## config.mk

```make
export PLATFORM = sky130hd
export DESIGN_NAME = multi_channel_periodic_timer
export DESIGN_NICKNAME = d
export VERILOG_FILES = /design/src/sv/mcpt_pkg.sv /design/src/sv/mcpt_slot_ram.sv /design/src/sv/multi_channel_periodic_timer.sv
export SDC_FILE = /design/constraint.sdc
export NUM_CORES = 1
export LEC_CHECK = 0
export ABC_AREA = 1
export BUFFER_PORTS_ARGS = -buffer_cell sky130_fd_sc_hd__buf_2
export CAP_MARGIN = 10
export CORE_MARGIN = 2
export CORE_UTILIZATION = 57
export DETAILED_ROUTE_END_ITERATION = 8
export HOLD_SLACK_MARGIN = 0.06
export MAX_ROUTING_LAYER = met4
export PLACE_DENSITY_LB_ADDON = 0.15
export SETUP_SLACK_MARGIN = 0.4
export SYNTH_ARGS = -nofsm -noshare
export SYNTH_HDL_FRONTEND = slang
export SYNTH_SLANG_ARGS = --single-unit
```

## constraint.sdc

```tcl
create_clock -name clk -period 4.91 [get_ports clk]
set_input_delay 0.2455 -clock clk [delete_from_list [all_inputs] [get_ports clk]]
set_output_delay 0.2455 -clock clk [all_outputs]
set_load 0.01 [all_outputs]
```

## src/sv/mcpt_pkg.sv

```systemverilog
// mcpt_pkg: word types, request and result codes, state encoding and defaults
// for the multi-channel periodic timer; no dependencies
`default_nettype none

package mcpt_pkg;

	localparam int NUM_TIMERS_DEF  = 16;
	localparam int COUNT_WIDTH_DEF = 16;

	localparam logic [4:0] MAX_TIMERS_RST = 5'd16;

	// request codes
	localparam logic [1:0] REQ_TICK  = 2'd0;
	localparam logic [1:0] REQ_ADD   = 2'd1;
	localparam logic [1:0] REQ_CLEAR = 2'd2;

	// result kinds
	localparam logic [2:0] KIND_ADDED    = 3'd0;
	localparam logic [2:0] KIND_REJECTED = 3'd1;
	localparam logic [2:0] KIND_EXPIRED  = 3'd2;
	localparam logic [2:0] KIND_NONE     = 3'd3;
	localparam logic [2:0] KIND_CLEARED  = 3'd4;

	typedef struct packed {
		logic [1:0]  req_type;
		logic [15:0] interval;
	} req_word_t;

	typedef struct packed {
		logic [2:0] kind;
		logic [4:0] timer_number;
		logic       last_of_run;
	} rsp_word_t;

	typedef enum logic [1:0] {
		ST_IDLE,
		ST_TICK,
		ST_FINISH
	} state_t;

endpackage

`default_nettype wire

```

## src/sv/mcpt_slot_ram.sv

```systemverilog
// mcpt_slot_ram: one write port, one read port, registered read data
// holds period and elapsed count of each timer slot; no dependencies
`default_nettype none

module mcpt_slot_ram #(
	parameter int DEPTH  = 16,
	parameter int WIDTH  = 32,
	parameter int ADDR_W = 4
) (
	input  wire logic              clk,
	input  wire logic              wr_en,
	input  wire logic [ADDR_W-1:0] wr_addr,
	input  wire logic [WIDTH-1:0]  wr_data,
	input  wire logic              rd_en,
	input  wire logic [ADDR_W-1:0] rd_addr,
	output logic      [WIDTH-1:0]  rd_data
);

	logic [WIDTH-1:0] mem_q [DEPTH];

	always_ff @(posedge clk) begin
		if (wr_en) begin
			mem_q[wr_addr] <= wr_data;
		end
	end

	// read data holds while rd_en is low
	always_ff @(posedge clk) begin
		if (rd_en) begin
			rd_data <= mem_q[rd_addr];
		end
	end

endmodule

`default_nettype wire

```

## src/sv/multi_channel_periodic_timer.sv

```systemverilog
// multi_channel_periodic_timer: top level, request decode, tick sequencer,
// result register; depends on mcpt_pkg and mcpt_slot_ram
//
// usage
// - request channel (req_valid/req_ready/req) takes one word: tick, add or clear
// - result channel (rsp_valid/rsp_ready/rsp) gives one or more words per request;
//   the final word of each request has last_of_run set, request code 3 gives none
// - cfg_we/cfg_data write max_timers at any edge; write only while idle
// - add and clear: the result is registered and appears in the cycle after acceptance; a new
//   request is taken in the next cycle when the result is taken or the result slot is free
// - tick: the slot ram is read one timer per cycle unless stalled, newest id first, and
//   each read word is updated from the read register and written back; the one ram
//   port pair and the single incrementer/comparator are shared by all slots
// - expiries are held one deep so the newest pending one can be marked last in
//   the finishing cycle; a tick with no expiry gives a single none word
// - a stalled receiver holds the sequencer when a second expiry needs the result
//   register and holds the finishing word; ready is low for the whole tick
// - reset: no live timers, max_timers = 16, result register empty; the slot ram
//   is not cleared, entries are written by add before they are ever read
`default_nettype none

module multi_channel_periodic_timer
	import mcpt_pkg::*;
#(
	parameter int NUM_TIMERS  = NUM_TIMERS_DEF,
	parameter int COUNT_WIDTH = COUNT_WIDTH_DEF
) (
	input  wire logic      clk,
	input  wire logic      arst_n,
	input  wire logic      req_valid,
	output logic           req_ready,
	input  wire req_word_t req,
	output logic           rsp_valid,
	input  wire logic      rsp_ready,
	output rsp_word_t      rsp,
	input  wire logic      cfg_we,
	input  wire logic [4:0] cfg_data
);

	localparam int IDX_W = (NUM_TIMERS > 1) ? $clog2(NUM_TIMERS) : 1;
	localparam int CNT_W = $clog2(NUM_TIMERS + 1);
	localparam int MEM_W = 2 * COUNT_WIDTH;

	// control state
	state_t           state_q, state_d;
	logic [CNT_W-1:0] live_q, live_d;
	logic [IDX_W-1:0] slot_q, slot_d;
	logic             pend_valid_q, pend_valid_d;
	logic [4:0]       pend_id_q, pend_id_d;
	logic [4:0]       max_timers_q;
	logic             rsp_valid_q;
	rsp_word_t        rsp_q;

	// ram ports
	logic             wr_en, rd_en;
	logic [IDX_W-1:0] wr_addr, rd_addr;
	logic [MEM_W-1:0] wr_data, rd_data;

	// datapath
	logic                   rsp_busy, acc, rsp_load, stall;
	rsp_word_t              rsp_next;
	logic [31:0]            ivl_w, live_w, slot_w, add_id_w, exp_id_w, live_m1_w;
	logic [COUNT_WIDTH-1:0] ivl_cw, rd_period, rd_elapsed, elapsed_inc;
	logic                   expired, add_reject;

	mcpt_slot_ram #(
		.DEPTH (NUM_TIMERS),
		.WIDTH (MEM_W),
		.ADDR_W(IDX_W)
	) u_ram (
		.clk    (clk),
		.wr_en  (wr_en),
		.wr_addr(wr_addr),
		.wr_data(wr_data),
		.rd_en  (rd_en),
		.rd_addr(rd_addr),
		.rd_data(rd_data)
	);

	// result register is full and not drained this cycle
	assign rsp_busy  = rsp_valid_q && !rsp_ready;
	assign req_ready = (state_q == ST_IDLE) && !rsp_busy;
	assign acc       = req_valid && req_ready;
	assign rsp_valid = rsp_valid_q;
	assign rsp       = rsp_q;

	// interval masked or zero-extended to the counter width
	assign ivl_w  = 32'(req.interval);
	assign ivl_cw = ivl_w[COUNT_WIDTH-1:0];

	assign live_w    = 32'(live_q);
	assign live_m1_w = live_w - 32'd1;
	assign slot_w    = 32'(slot_q);
	assign add_id_w  = live_w + 32'd1;
	assign exp_id_w  = slot_w + 32'd1;

	// shared incrementer and compare for the slot in the read register
	assign rd_period   = rd_data[MEM_W-1:COUNT_WIDTH];
	assign rd_elapsed  = rd_data[COUNT_WIDTH-1:0];
	assign elapsed_inc = rd_elapsed + COUNT_WIDTH'(1);
	assign expired     = elapsed_inc >= rd_period;

	// zero interval, configured limit reached, or table full
	assign add_reject = (ivl_cw == '0) || (live_w >= 32'(max_timers_q))
		|| (live_w >= 32'(NUM_TIMERS));

	// a second expiry must push the pending one out through a full register
	assign stall = (state_q == ST_TICK) && expired && pend_valid_q && rsp_busy;

	always_ff @(posedge clk or negedge arst_n) begin
		if (!arst_n) begin
			state_q <= ST_IDLE;
		end else begin
			state_q <= state_d;
		end
	end

	always_comb begin
		state_d      = state_q;
		live_d       = live_q;
		slot_d       = slot_q;
		pend_valid_d = pend_valid_q;
		pend_id_d    = pend_id_q;
		rsp_load     = 1'b0;
		rsp_next     = '0;
		rd_en        = 1'b0;
		rd_addr      = slot_q - IDX_W'(1);
		wr_en        = 1'b0;
		wr_addr      = slot_q;
		wr_data      = {rd_period, expired ? '0 : elapsed_inc};
		unique case (state_q)
			ST_IDLE: begin
				if (acc) begin
					priority case (req.req_type)
						REQ_TICK: begin
							pend_valid_d = 1'b0;
							if (live_q == '0) begin
								state_d = ST_FINISH;
							end else begin
								// newest slot first
								rd_en   = 1'b1;
								rd_addr = live_m1_w[IDX_W-1:0];
								slot_d  = live_m1_w[IDX_W-1:0];
								state_d = ST_TICK;
							end
						end
						REQ_ADD: begin
							rsp_load = 1'b1;
							if (add_reject) begin
								rsp_next = '{kind: KIND_REJECTED, timer_number: 5'd0,
									last_of_run: 1'b1};
							end else begin
								wr_en    = 1'b1;
								wr_addr  = live_w[IDX_W-1:0];
								wr_data  = {ivl_cw, {COUNT_WIDTH{1'b0}}};
								live_d   = add_id_w[CNT_W-1:0];
								rsp_next = '{kind: KIND_ADDED, timer_number: add_id_w[4:0],
									last_of_run: 1'b1};
							end
						end
						REQ_CLEAR: begin
							live_d   = '0;
							rsp_load = 1'b1;
							rsp_next = '{kind: KIND_CLEARED, timer_number: 5'd0,
								last_of_run: 1'b1};
						end
						default: begin
							// unused request code, no result
						end
					endcase
				end
			end
			ST_TICK: begin
				if (!stall) begin
					wr_en = 1'b1;
					if (expired) begin
						pend_valid_d = 1'b1;
						pend_id_d    = exp_id_w[4:0];
						if (pend_valid_q) begin
							rsp_load = 1'b1;
							rsp_next = '{kind: KIND_EXPIRED, timer_number: pend_id_q,
								last_of_run: 1'b0};
						end
					end
					if (slot_q == '0) begin
						state_d = ST_FINISH;
					end else begin
						rd_en  = 1'b1;
						slot_d = slot_q - IDX_W'(1);
					end
				end
			end
			ST_FINISH: begin
				if (!rsp_busy) begin
					rsp_load = 1'b1;
					if (pend_valid_q) begin
						rsp_next = '{kind: KIND_EXPIRED, timer_number: pend_id_q,
							last_of_run: 1'b1};
					end else begin
						rsp_next = '{kind: KIND_NONE, timer_number: 5'd0,
							last_of_run: 1'b1};
					end
					state_d = ST_IDLE;
				end
			end
			default: begin
				state_d = ST_IDLE;
			end
		endcase
	end

	always_ff @(posedge clk or negedge arst_n) begin
		if (!arst_n) begin
			live_q       <= '0;
			pend_valid_q <= 1'b0;
			max_timers_q <= MAX_TIMERS_RST;
			rsp_valid_q  <= 1'b0;
		end else begin
			live_q       <= live_d;
			pend_valid_q <= pend_valid_d;
			if (cfg_we) begin
				max_timers_q <= cfg_data;
			end
			if (rsp_load) begin
				rsp_valid_q <= 1'b1;
			end else if (rsp_ready) begin
				rsp_valid_q <= 1'b0;
			end
		end
	end

	// payload and sequencer index, no reset needed
	always_ff @(posedge clk) begin
		slot_q    <= slot_d;
		pend_id_q <= pend_id_d;
		if (rsp_load) begin
			rsp_q <= rsp_next;
		end
	end

	// a word is never loaded over one that the receiver has not taken
	a_no_overwrite: assert property (@(posedge clk) disable iff (!arst_n)
		rsp_load |-> !rsp_busy)
		else $error("result register overwritten while stalled");

	// the live count never passes the table depth
	a_live_bound: assert property (@(posedge clk) disable iff (!arst_n)
		32'(live_q) <= 32'(NUM_TIMERS))
		else $error("live count beyond table depth");

	// a stalled tick keeps its slot and pending expiry
	a_stall_hold: assert property (@(posedge clk) disable iff (!arst_n)
		stall |=> ($stable(slot_q) && pend_valid_q && state_q == ST_TICK))
		else $error("tick advanced during stall");

	// the finishing word always ends the tick
	a_finish_done: assert property (@(posedge clk) disable iff (!arst_n)
		(state_q == ST_FINISH && !rsp_busy) |=> (state_q == ST_IDLE && rsp_valid_q
		&& rsp_q.last_of_run))
		else $error("tick did not finish with a last word");

	// no ram write while a tick waits on the receiver
	a_no_write_stall: assert property (@(posedge clk) disable iff (!arst_n)
		stall |-> !wr_en)
		else $error("slot written during stall");

endmodule

`default_nettype wire
```

Word-level counts from Yosys, hierarchy flattened
Memories as Yosys holds them, arrays and structs flattened. A register that Yosys moved wholly into a read port is not among the register bits. Cells that the tools add are included.

Register bits: 32. Bits in latches: 0. RAM bits: 512. ROM bits: 0. Output and inout port bits: 11. Logic and storage cells: 121. Memories kept: 1.

$add $sub $neg: 5. $mul: 0. Div/mod/pow operators: 0. Magnitude comparators: 3. Equality and inequality tests: 13. Shift operators: 0. Muxes and demuxes: 64. Bitwise logic cells: 1. Reductions and logical operators: 24.

Memories: u_ram.mem_q (depth 16, width 32, read ports 1, clocked after Yosys merged registers in 1, write ports 1, RTL line mcpt_slot_ram.sv:19) `logic [WIDTH-1:0] mem_q [DEPTH];`.

Operator list (number): $mux 32 (4); $mux 4 (13); $mux 8 (4); $pmux 9 s3 (1); $mux 1 (23); $pmux 9 s2 (1); $add 16x1->16 const B (1); $ge 16x16->1 (1); $logic_not 16->1 (1); $mux 16 (1); $mux 7 (2); $ne 2x2->1 const B (7); $mux 2 (6); $pmux 5 s2 (1); $reduce_and 5->1 (2); $mux 9 (1); $pmux 4 s2 (1); $sub 4x1->4 const B (2); $logic_and 1x1->1 (6); $pmux 1 s2 (3); $pmux 2 s3 (1); $reduce_and 6->1 (1); $reduce_bool 2->1 (3); $add 4x1->5 const B (1); other kinds (17) (23).

Logic depth before layout (Yosys ltp)
Gate-level depths: netlist of run 1.

Depth in word-level cells: 9. Gate-level depth with buffers: 20. Gate-level depth less buffers: 20.

By module
Synthesis of run 1 repeated with hierarchy kept, for this count alone.

Cells, all modules: 2570. Area total of the unflattened synthesis: 26316.5 um2.

By module, submodules not included: mcpt_slot_ram (times used 1, cells an instance 2120, area each 23050.9 um2, sequential area each 16335.7 um2); multi_channel_periodic_timer (times used 1, cells an instance 450, area each 3265.6 um2, sequential area each 892.1 um2).

Worst setup path before layout of run 1
Ideal clock, no wire load.

Path type: register to register. From: register u_ram.rd_data[0] (read register of u_ram.mem_q). To: register u_ram.rd_data[0] (read register of u_ram.mem_q) (enable). Library setup time: 0.466 ns. Arrival time: 4.673 ns. Data required time: 4.444 ns. Setup slack: -0.229 ns. Cell stages (with the launch flop): 18. Buffers on the path: 0. Path through: edfxtp_1 -> ha_1 -> nand4_1 -> nor2_1 -> inv_1 -> nor2_1 -> inv_1 -> nor3_1 -> xor2_1 -> inv_1 -> ha_1 -> nand2_1 -> nor2_1 -> a21oi_1 -> nand2_1 -> nand4_1 -> nand2_1 -> o21ai_0.

Word-level cells in the longest chain between the ends: 7.

Ends and longest elaborated chain: start: declaration (RTL line mcpt_slot_ram.sv:16) `output logic [WIDTH-1:0] rd_data`; $add 16x1->16 (RTL line multi_channel_periodic_timer.sv:100) `assign elapsed_inc = rd_elapsed + COUNT_WIDTH'(1);`; $ge 16x16->1 (RTL line multi_channel_periodic_timer.sv:101) `assign expired = elapsed_inc >= rd_period;`; $logic_and 1x1->1 (3 in a row) (RTL line multi_channel_periodic_timer.sv:108) `assign stall = (state_q == ST_TICK) && expired && pend_valid_q && rsp_busy;`; $mux 1 (RTL line multi_channel_periodic_timer.sv:174) `if (!stall) begin`; $pmux 1 s2 (RTL line multi_channel_periodic_timer.sv:131) `unique case (state_q)`; named net rd_en (RTL line multi_channel_periodic_timer.sv:55) `logic wr_en, rd_en;`.

The timed path passes the listed nets, and every way through them passes these cells. A chain may end at the register's enable or synchronous reset.

Worst setup path in the final report of run 1
From: register u_ram.rd_data[0] (read register of u_ram.mem_q). To: memory u_ram.mem_q[0][13] (enable).

Word-level cells in the longest chain between the ends: 9.

Ends and longest elaborated chain: $add 16x1->16 (RTL line multi_channel_periodic_timer.sv:100); $ge 16x16->1 (RTL line multi_channel_periodic_timer.sv:101); $logic_and 1x1->1 (3 in a row) (RTL line multi_channel_periodic_timer.sv:108); $mux 1 (RTL line multi_channel_periodic_timer.sv:174); $pmux 1 s2 (RTL line multi_channel_periodic_timer.sv:131); $mux 1 (RTL line mcpt_slot_ram.sv:22) `if (wr_en) begin`; $mux 1 (not written as such) (RTL line mcpt_slot_ram.sv:23) `mem_q[wr_addr] <= wr_data;`; end: declaration (RTL line mcpt_slot_ram.sv:19).

No other way between the ends.

==> qor.csv, run 1 <==
stage,metric,value,unit
worst_setup_path,critPathMaxStageDelay,0.41,ns
power,p_total,21800,µW
die,start_util,57.7,%
synthesis,synth_edf_count,562,
sta,finalClockSkew,0.0188,ns
cts,clockBufferDepth,3,
die,fp.dieW,218,µm
worst_setup_path,worstSetupPathType,flip-flop to flip-flop,
routing,drtIter0Drc,1952,
synthesis,synth_xor_area_share,0.603,%
synthesis,synth_fa_ha_area_share,1.39,%
synthesis,synth_top_area_share,64.6,%
worst_setup_path,timing.reg2reg.setup_slack,0.69,ns
cells_and_area,drive_gt1_share,9.29,%
routing,vias_per_cell,5.40,
worst_setup_path,critPathCaptureType,flip-flop,
cts,htree_num_levels,2,
worst_setup_path,required,5.22,ns
cts,cts_num_sinks,576,
flow_run,max-cap-violations,0,
synthesis,synth_top_family_by_area,simple AND/OR/NAND/NOR gates,
worst_setup_path,worstReg2RegEnd,u_ram.mem_q[0][13],
sta,holdWs,0.0651,ns
die,die_h,218,µm
power,vdd_drop_max,0.920,mV
global_route,first_global_vias,17400,
status,status,completed,
placed_design,gp_congestion,0.893,
synthesis,synthFlopType,edfxtp_1,
worst_setup_path,path_common_cell,nand2_1,
sta,rsz0062_at_grt,true,
placed_design,portBuffers,38,
worst_setup_path,crit_path_cell_trace,and3_1 -> nand3_1 -> nor2_1 -> nand2_1 -> nor3_1 -> xor2_1 -> inv_1 -> ha_1 -> a21oi_1 -> o21ai_0 -> a21oi_1 -> nand2_1 -> nand4_1 -> nand2_1 -> nand2_2 -> nand2_2 -> nor2_4 -> buf_12,
global_route,grt_use_total,29.8,%
global_route,grt-ovfl-total,0,
global_route,grt_pass1_wl,102,mm
synthesis,yosys_warnings,0,
sta,min_period,4.22,ns
cells_and_area,fin_cells,3344,
synthesis,synthMuxAreaShare,0.0431,%
synthesis,synth_common_cells,"nand2_1 (725), edfxtp_1 (562), inv_1 (537)",
worst_setup_path,reg2reg_from,u_ram.rd_data[0],
sta,maxSlewHeadroom,41.4,%
cells_and_area,layout.nets,2750,
worst_setup_path,crit_cells,18,
worst_hold_path,hold_path.class,input port to async pin,
synthesis,yosysUniqueCellTypes,37,
placed_design,dp_hpwl,40.9,mm
routing,wl_per_cell,20.1,µm
synthesis,post-synth-top-count-cell,nand2_1,
sta,worst_pin_slew,0.875,ns
placed_design,place_ws,0.434,ns
synthesis,yosys-top-cells-area,"edfxtp_1 (65%), nand2_1 (10%), nand3_1 (8.4%)",
routing,drtPass1Iterations,5,
cells_and_area,diodes,0,
die,dieArea,47600,µm²
synthesis,syn-cell-area,26100,µm²
synthesis,syn_nets,2654,
sta,max_freq,0.237,GHz
synthesis,synth_top_area_cell,edfxtp_1,
cts,cts_tree,done,
cells_and_area,syn_to_final_growth,13.4,%
worst_setup_path,reg2reg_depth,18,
cts,cts_buffers,59,
synthesis,synthSimpleGateAreaFrac,20.6,%
cts,clkLatencyLatePin,0.63,ns
worst_setup_path,slowest_stage,edfxtp_1,
sta,setup-tns-final,0,ns
worst_setup_path,crit_arrival,4.53,ns
synthesis,syn_inst,2597,
cts,clock-root-buffer,clkbuf_16,
routing,dr_total_vias,18100,
cts,path_clk_slew,0.06,ns
worst_setup_path,cpLargestDelayFamily,simple AND/OR/NAND/NOR gates,
placed_design,placed_cells,3206,
die,rows,78,
power,power_leakage,0.0130,µW
sta,finalCritPeriodShare,86.0,%
sta,setup_slack,0.688,ns
worst_setup_path,cp-start-kind,flip-flop,
synthesis,async_reset_ff_share,2.43,%
worst_setup_path,crit_fanout,24,
routing,drtAntennaViolNets,0,
synthesis,ys_ff_latch,576,
die,io_pins,39,
synthesis,synth-seq-area-share,65.9,%
die,core-area,45300,µm²
synthesis,avgSynthCellArea,10.1,µm²
worst_setup_path,path_buf_inv,2,
synthesis,synth_compound_area_share,1.17,%
sta,slew_viol_final,0,
sta,finalSetupViolCount,0,
global_route,grt_max_degree,129,
global_route,antenna_found_initial,0,
routing,drt_wl_total,67.1,mm
sta,finalHoldViolCount,0,
routing,remaining_drc_errors,0,
power,powerDensity,735,nW/µm²
## how the worst max path moves through the flow
stage | start | end | slack (ns)
3_3_place_gp | u_ram.rd_data[2] | u_ram.mem_q[10][31] | 0.56
6_report | u_ram.rd_data[0] | u_ram.mem_q[0][13] | 0.69
3_5_place_dp | u_ram.rd_data[0] | u_ram.mem_q[10][16] | 0.43
2_1_floorplan | u_ram.rd_data[0] | u_ram.mem_q[0][0] | 0.54
4_1_cts | u_ram.rd_data[0] | u_ram.mem_q[11][8] | 0.42
5_1_grt | u_ram.rd_data[0] | u_ram.mem_q[0][8] | 0.36
## worst reg2reg max path: stages, from the launching register on
cell      delay, ns
edfxtp_1       0.41
and3_1         0.23
nand3_1        0.15
nor2_1         0.15
nand2_1        0.13
nor3_1         0.20
xor2_1         0.22
inv_1          0.07
ha_1           0.31
a21oi_1        0.16
o21ai_0        0.14
a21oi_1        0.15
nand2_1        0.17
nand4_1        0.24
nand2_1        0.23
nand2_2        0.28
nand2_2        0.20
nor2_4         0.23
buf_12         0.25
## state kept, by name (all words and copies together) (netlist names)
signal / cells
rsp_valid: 1
u_ram.mem_q: 512
pend_valid_q: 1
live_q: 5
pend_id_q: 5
u_ram.rd_data: 32
slot_q: 4
state_q: 2
rsp: 9
max_timers_q: 5
## cells in the final DEF, fill, tap and decap left out, drive strengths merged
cell type,netlist,layout
clkbuf,13,69
bufinv,0,7
o21bai,1,1
nand3b,2,2
mux2,1,1
and3,1,1
nand2,729,729
xor2,12,12
clkinvlp,0,2
clkinv,1,35
dfstp,1,1
dfrtp,13,13
nor2,69,69
edfxtp,562,562
xnor2,6,6
nand4,11,11
a31o,1,1
inv,539,539
ha,29,29
o31ai,1,1
o22ai,2,2
buf,100,131
o21ai,44,45
nand3,442,442
dlygate4sd3,0,16
nor4,2,2
nor3,5,5
a21oi,9,9
nor3b,1,1
## kinds of logic after synthesis
logic type / after synthesis
AO/OA/AOI/OAI: 58
XOR/XNOR: 18
adder cells (fa/ha/maj): 29
buffers and inverters: 653
flip-flops: 576
multiplexers: 1
AND/OR/NAND/NOR: 1262
## where the power goes
part / switching [µW] / internal (µW)
logic: 7180 / 2630
clock network: 1850 / 2590
registers: 245 / 7280
## timing repair
| action | CTS | global route |
|---|---|---|
| setup endpoints to repair | 0 | 524 |
| resized for setup | 0 | 10 |
| buffers inserted | 0 | 8 |
| hold buffers | 16 | 0 |
| endpoints found under the hold margin | 20 | 0 |
## layer usage
| layer | GRT usage [%] | vias up | routed length (µm) |
|---|---|---|---|
| met5 | - | - | 0 |
| met4 | 11.1 | 0 | 2200 |
| met3 | 3.94 | 129 | 5480 |
| met2 | 47.1 | 779 | 32100 |
| met1 | 39.8 | 8591 | 27300 |
| li1 | - | 8564 | - |
## final cells by class
class                      instances  area (µm²)
clock inverter                    43         390
fill                            3501       15600
tap                              600         751
clock buffer                      69        1540
sequential                       576       17200
inverter                         540        2030
multi-input combinational       1369        6430
timing repair buffer             147        1280
## through the flow
| step | utilization (%) | instance area, µm² |
|---|---|---|
| CTS | 65.2 | 29500 |
| floorplan | - | 26100 |
| detailed placement | 60.6 | 27500 |
| global route | 65.5 | 29700 |
| finish | 65.5 | 29700 |
| global placement | 60.6 | 27500 |
(Power assumes the default switching activity.)
==> run 2: changes to the inputs <==
CAP_MARGIN = 25   (was 10)
CORE_UTILIZATION = 47   (was 57)
==> run 2 against run 1 <==
Effect of this change:
- fmax is 1.3% higher
- sequential cell count stayed put
- core utilization is 12 points lower
- cell area is 0.21% higher
- worst setup slack better by 0.053 ns
- via count is 1.9% lower
- clock power is 2% lower
- critical path type unchanged
- non-clock buffer count is 1 lower
==> qor.csv, run 2 (synthesis gave the netlist of run 1 again) <==
stage,metric,value,unit,change
sta,setup-tns-final,0,ns,unchanged
placed_design,gp_congestion,0.866,,-3.0%
cells_and_area,layout.nets,2749,,-0.036%
sta,finalSetupViolCount,0,,unchanged
power,powerDensity,715,nW/µm²,-2.7%
sta,min_period,4.17,ns,-0.0527 ns
cells_and_area,postLayoutCoreUtil,53.9,%,-12 points
cts,cts_tree,done,,
die,fp.dieW,240,µm,+9.9%
status,status,completed,,
routing,drtPass1Iterations,7,,+2
worst_setup_path,crit_path_cell_trace,and3_1 -> nand3_1 -> nor2_1 -> nand2_1 -> nor3_1 -> xor2_1 -> inv_1 -> ha_1 -> a21oi_1 -> o21ai_0 -> a21oi_1 -> nand2_1 -> nand4_1 -> nand2_1 -> nand2_1 -> nand2_2 -> nor2_4 -> buf_4,,
worst_setup_path,crit_arrival,4.44,ns,-0.09 ns
cts,clkLatencyLatePin,0.63,ns,about the same
die,die_h,240,µm,+9.9%
sta,finalClockSkew,0.0332,ns,+0.0145 ns
worst_setup_path,cpLargestDelayFamily,simple AND/OR/NAND/NOR gates,,
global_route,grt-ovfl-total,0,,unchanged
global_route,grt_use_total,24.4,%,-5.4 points
sta,slew_viol_final,0,,unchanged
global_route,first_global_vias,17200,,-1.3%
die,rows,86,,+10%
cells_and_area,largest_register_ff_count,512,,unchanged
cells_and_area,drive_gt1_share,9.15,%,-0.14 points
worst_hold_path,hold_path.class,input port to flip-flop,,
die,core-area,55100,µm²,+22%
worst_setup_path,critPathMaxStageDelay,0.40,ns,about the same
routing,drtAntennaViolNets,0,,unchanged
routing,vias_per_cell,5.08,,-6.0%
placed_design,dp_hpwl,40.4,mm,-1.1%
power,vdd_drop_max,0.873,mV,-5.1%
sta,max_freq,0.240,GHz,+1.3%
routing,dr_total_vias,17700,,-1.9%
die,dieArea,57500,µm²,+21%
flow_run,max-cap-violations,0,,unchanged
sta,finalHoldViolCount,0,,unchanged
placed_design,portBuffers,38,,unchanged
routing,remaining_drc_errors,0,,unchanged
global_route,grt_pass1_wl,102,mm,-0.54%
worst_setup_path,cp-start-kind,flip-flop,,
die,io_pins,39,,unchanged
cts,clockBufferDepth,3,,unchanged
worst_setup_path,crit_fanout,15,,-38%
cts,cts_buffers,60,,+1.7%
routing,drtIter0Drc,1543,,-21%
worst_setup_path,timing.reg2reg.setup_slack,0.74,ns,+0.05 ns
cells_and_area,syn_to_final_growth,13.7,%,
worst_setup_path,path_buf_inv,2,,unchanged
worst_setup_path,critPathCaptureType,flip-flop,,
sta,maxSlewHeadroom,33.8,%,-7.6 points
routing,drt_wl_total,66.9,mm,-0.34%
power,power_leakage,0.0129,µW,-0.39%
cells_and_area,regMostFlops,u_ram.mem_q,,
worst_setup_path,required,5.18,ns,-0.04 ns
sta,finalCritPeriodShare,84.9,%,-1.1 points
global_route,antenna_found_initial,2,,+2
worst_setup_path,slowest_stage,edfxtp_1,,
cts,cts_num_sinks,576,,unchanged
cts,htree_num_levels,2,,unchanged
cts,path_clk_slew,0.06,ns,about the same
cells_and_area,layout_commonest_cell,nand2_1,,
global_route,grt_max_degree,129,,unchanged
die,start_util,47.5,%,-10 points
worst_setup_path,path_common_cell,nand2_1,,
routing,wl_per_cell,19.1,µm,-4.6%
worst_setup_path,worstSetupPathType,flip-flop to flip-flop,,
cells_and_area,final_cell_mix,"nand2_1 (721), edfxtp_1 (562), inv_1 (536), nand3_1 (440), buf_4 (74)",,
sta,rsz0062_at_grt,true,,
cts,clock-root-buffer,clkbuf_16,,
sta,worst_pin_slew,0.993,ns,+0.117 ns
==> run 2: worst reg2reg max path: stages, from the launching register on <==
cell and delay, ns:
edfxtp_1 0.40, and3_1 0.22, nand3_1 0.13, nor2_1 0.14, nand2_1 0.11, nor3_1 0.20
xor2_1 0.26, inv_1 0.07, ha_1 0.31, a21oi_1 0.15, o21ai_0 0.12, a21oi_1 0.14
nand2_1 0.24, nand4_1 0.22, nand2_1 0.13, nand2_1 0.27, nand2_2 0.22, nor2_4 0.13
buf_4 0.32
==> run 2: where the power goes <==
part           total, µW  internal, µW  switching (µW)  leakage, µW
clock               4350          2480            1870     0.000916
combinational       9370          2510            6860      0.00672
sequential          7520          7280             239      0.00529
total              21200         12300            8960       0.0129
==> run 2: path summary, 6_finish.rpt <==
| path | startpoint | to | cells after the start |
|---|---|---|---|
| worst max-delay path | u_ram.rd_data[0] | u_ram.mem_q[5][5] | 18 |
| worst min-delay path | req_valid | rsp[8] | 3 |
| worst max register to register | u_ram.rd_data[0] | u_ram.mem_q[5][5] | 18 |
| worst min register to register | pend_id_q[1] | rsp[2] | 2 |
| max in group asynchronous | arst_n | pend_valid_q | 3 |
| min in group asynchronous | arst_n | max_timers_q[4] | 2 |
==> run 2: repair_timing <==
action	4_1_cts	5_1_grt
hold buffers	18	0
endpoints found under the hold margin	20	0
setup buffers	1	5
pin swaps	1	4
gates resized for setup	0	10
endpoints found under the setup margin	13	544
==> run 2: area by class of cell <==
| type | instances | area, µm² |
|---|---|---|
| multi-input combinational | 1368 | 6430 |
| sequential | 576 | 17200 |
| inverter | 540 | 2030 |
| fill | 4856 | 25400 |
| clock inverter | 34 | 245 |
| clock buffer | 78 | 1630 |
| timing repair buffer | 146 | 1210 |
| antenna | 2 | 5.00 |
| tap | 748 | 936 |
==> run 2: through the flow <==
stage	cell area, µm²	hold slack (ns)	power (µW)	worst slack [ns]	std cells
after floorplan	26100	-0.0501	13400	0.538	2597
after global placement	27600	0.167	16900	0.504	3351
after detailed placement	27600	0.173	17000	0.428	3353
after CTS	29600	0.0662	21300	0.425	3484
after global routing	29700	0.0902	22500	0.385	3492
final	29700	0.109	21200	0.741	3492
==> run 2: routing by layer <==
layer | global-route usage (%) | share of wire (%) | vias to the layer above
li1 | - | - | 8562
met1 | 32.4 | 44 | 8521
met2 | 38.7 | 47 | 531
met3 | 3.61 | 6.2 | 108
met4 | 8.06 | 2.7 | 0
met5 | - | 0 | -
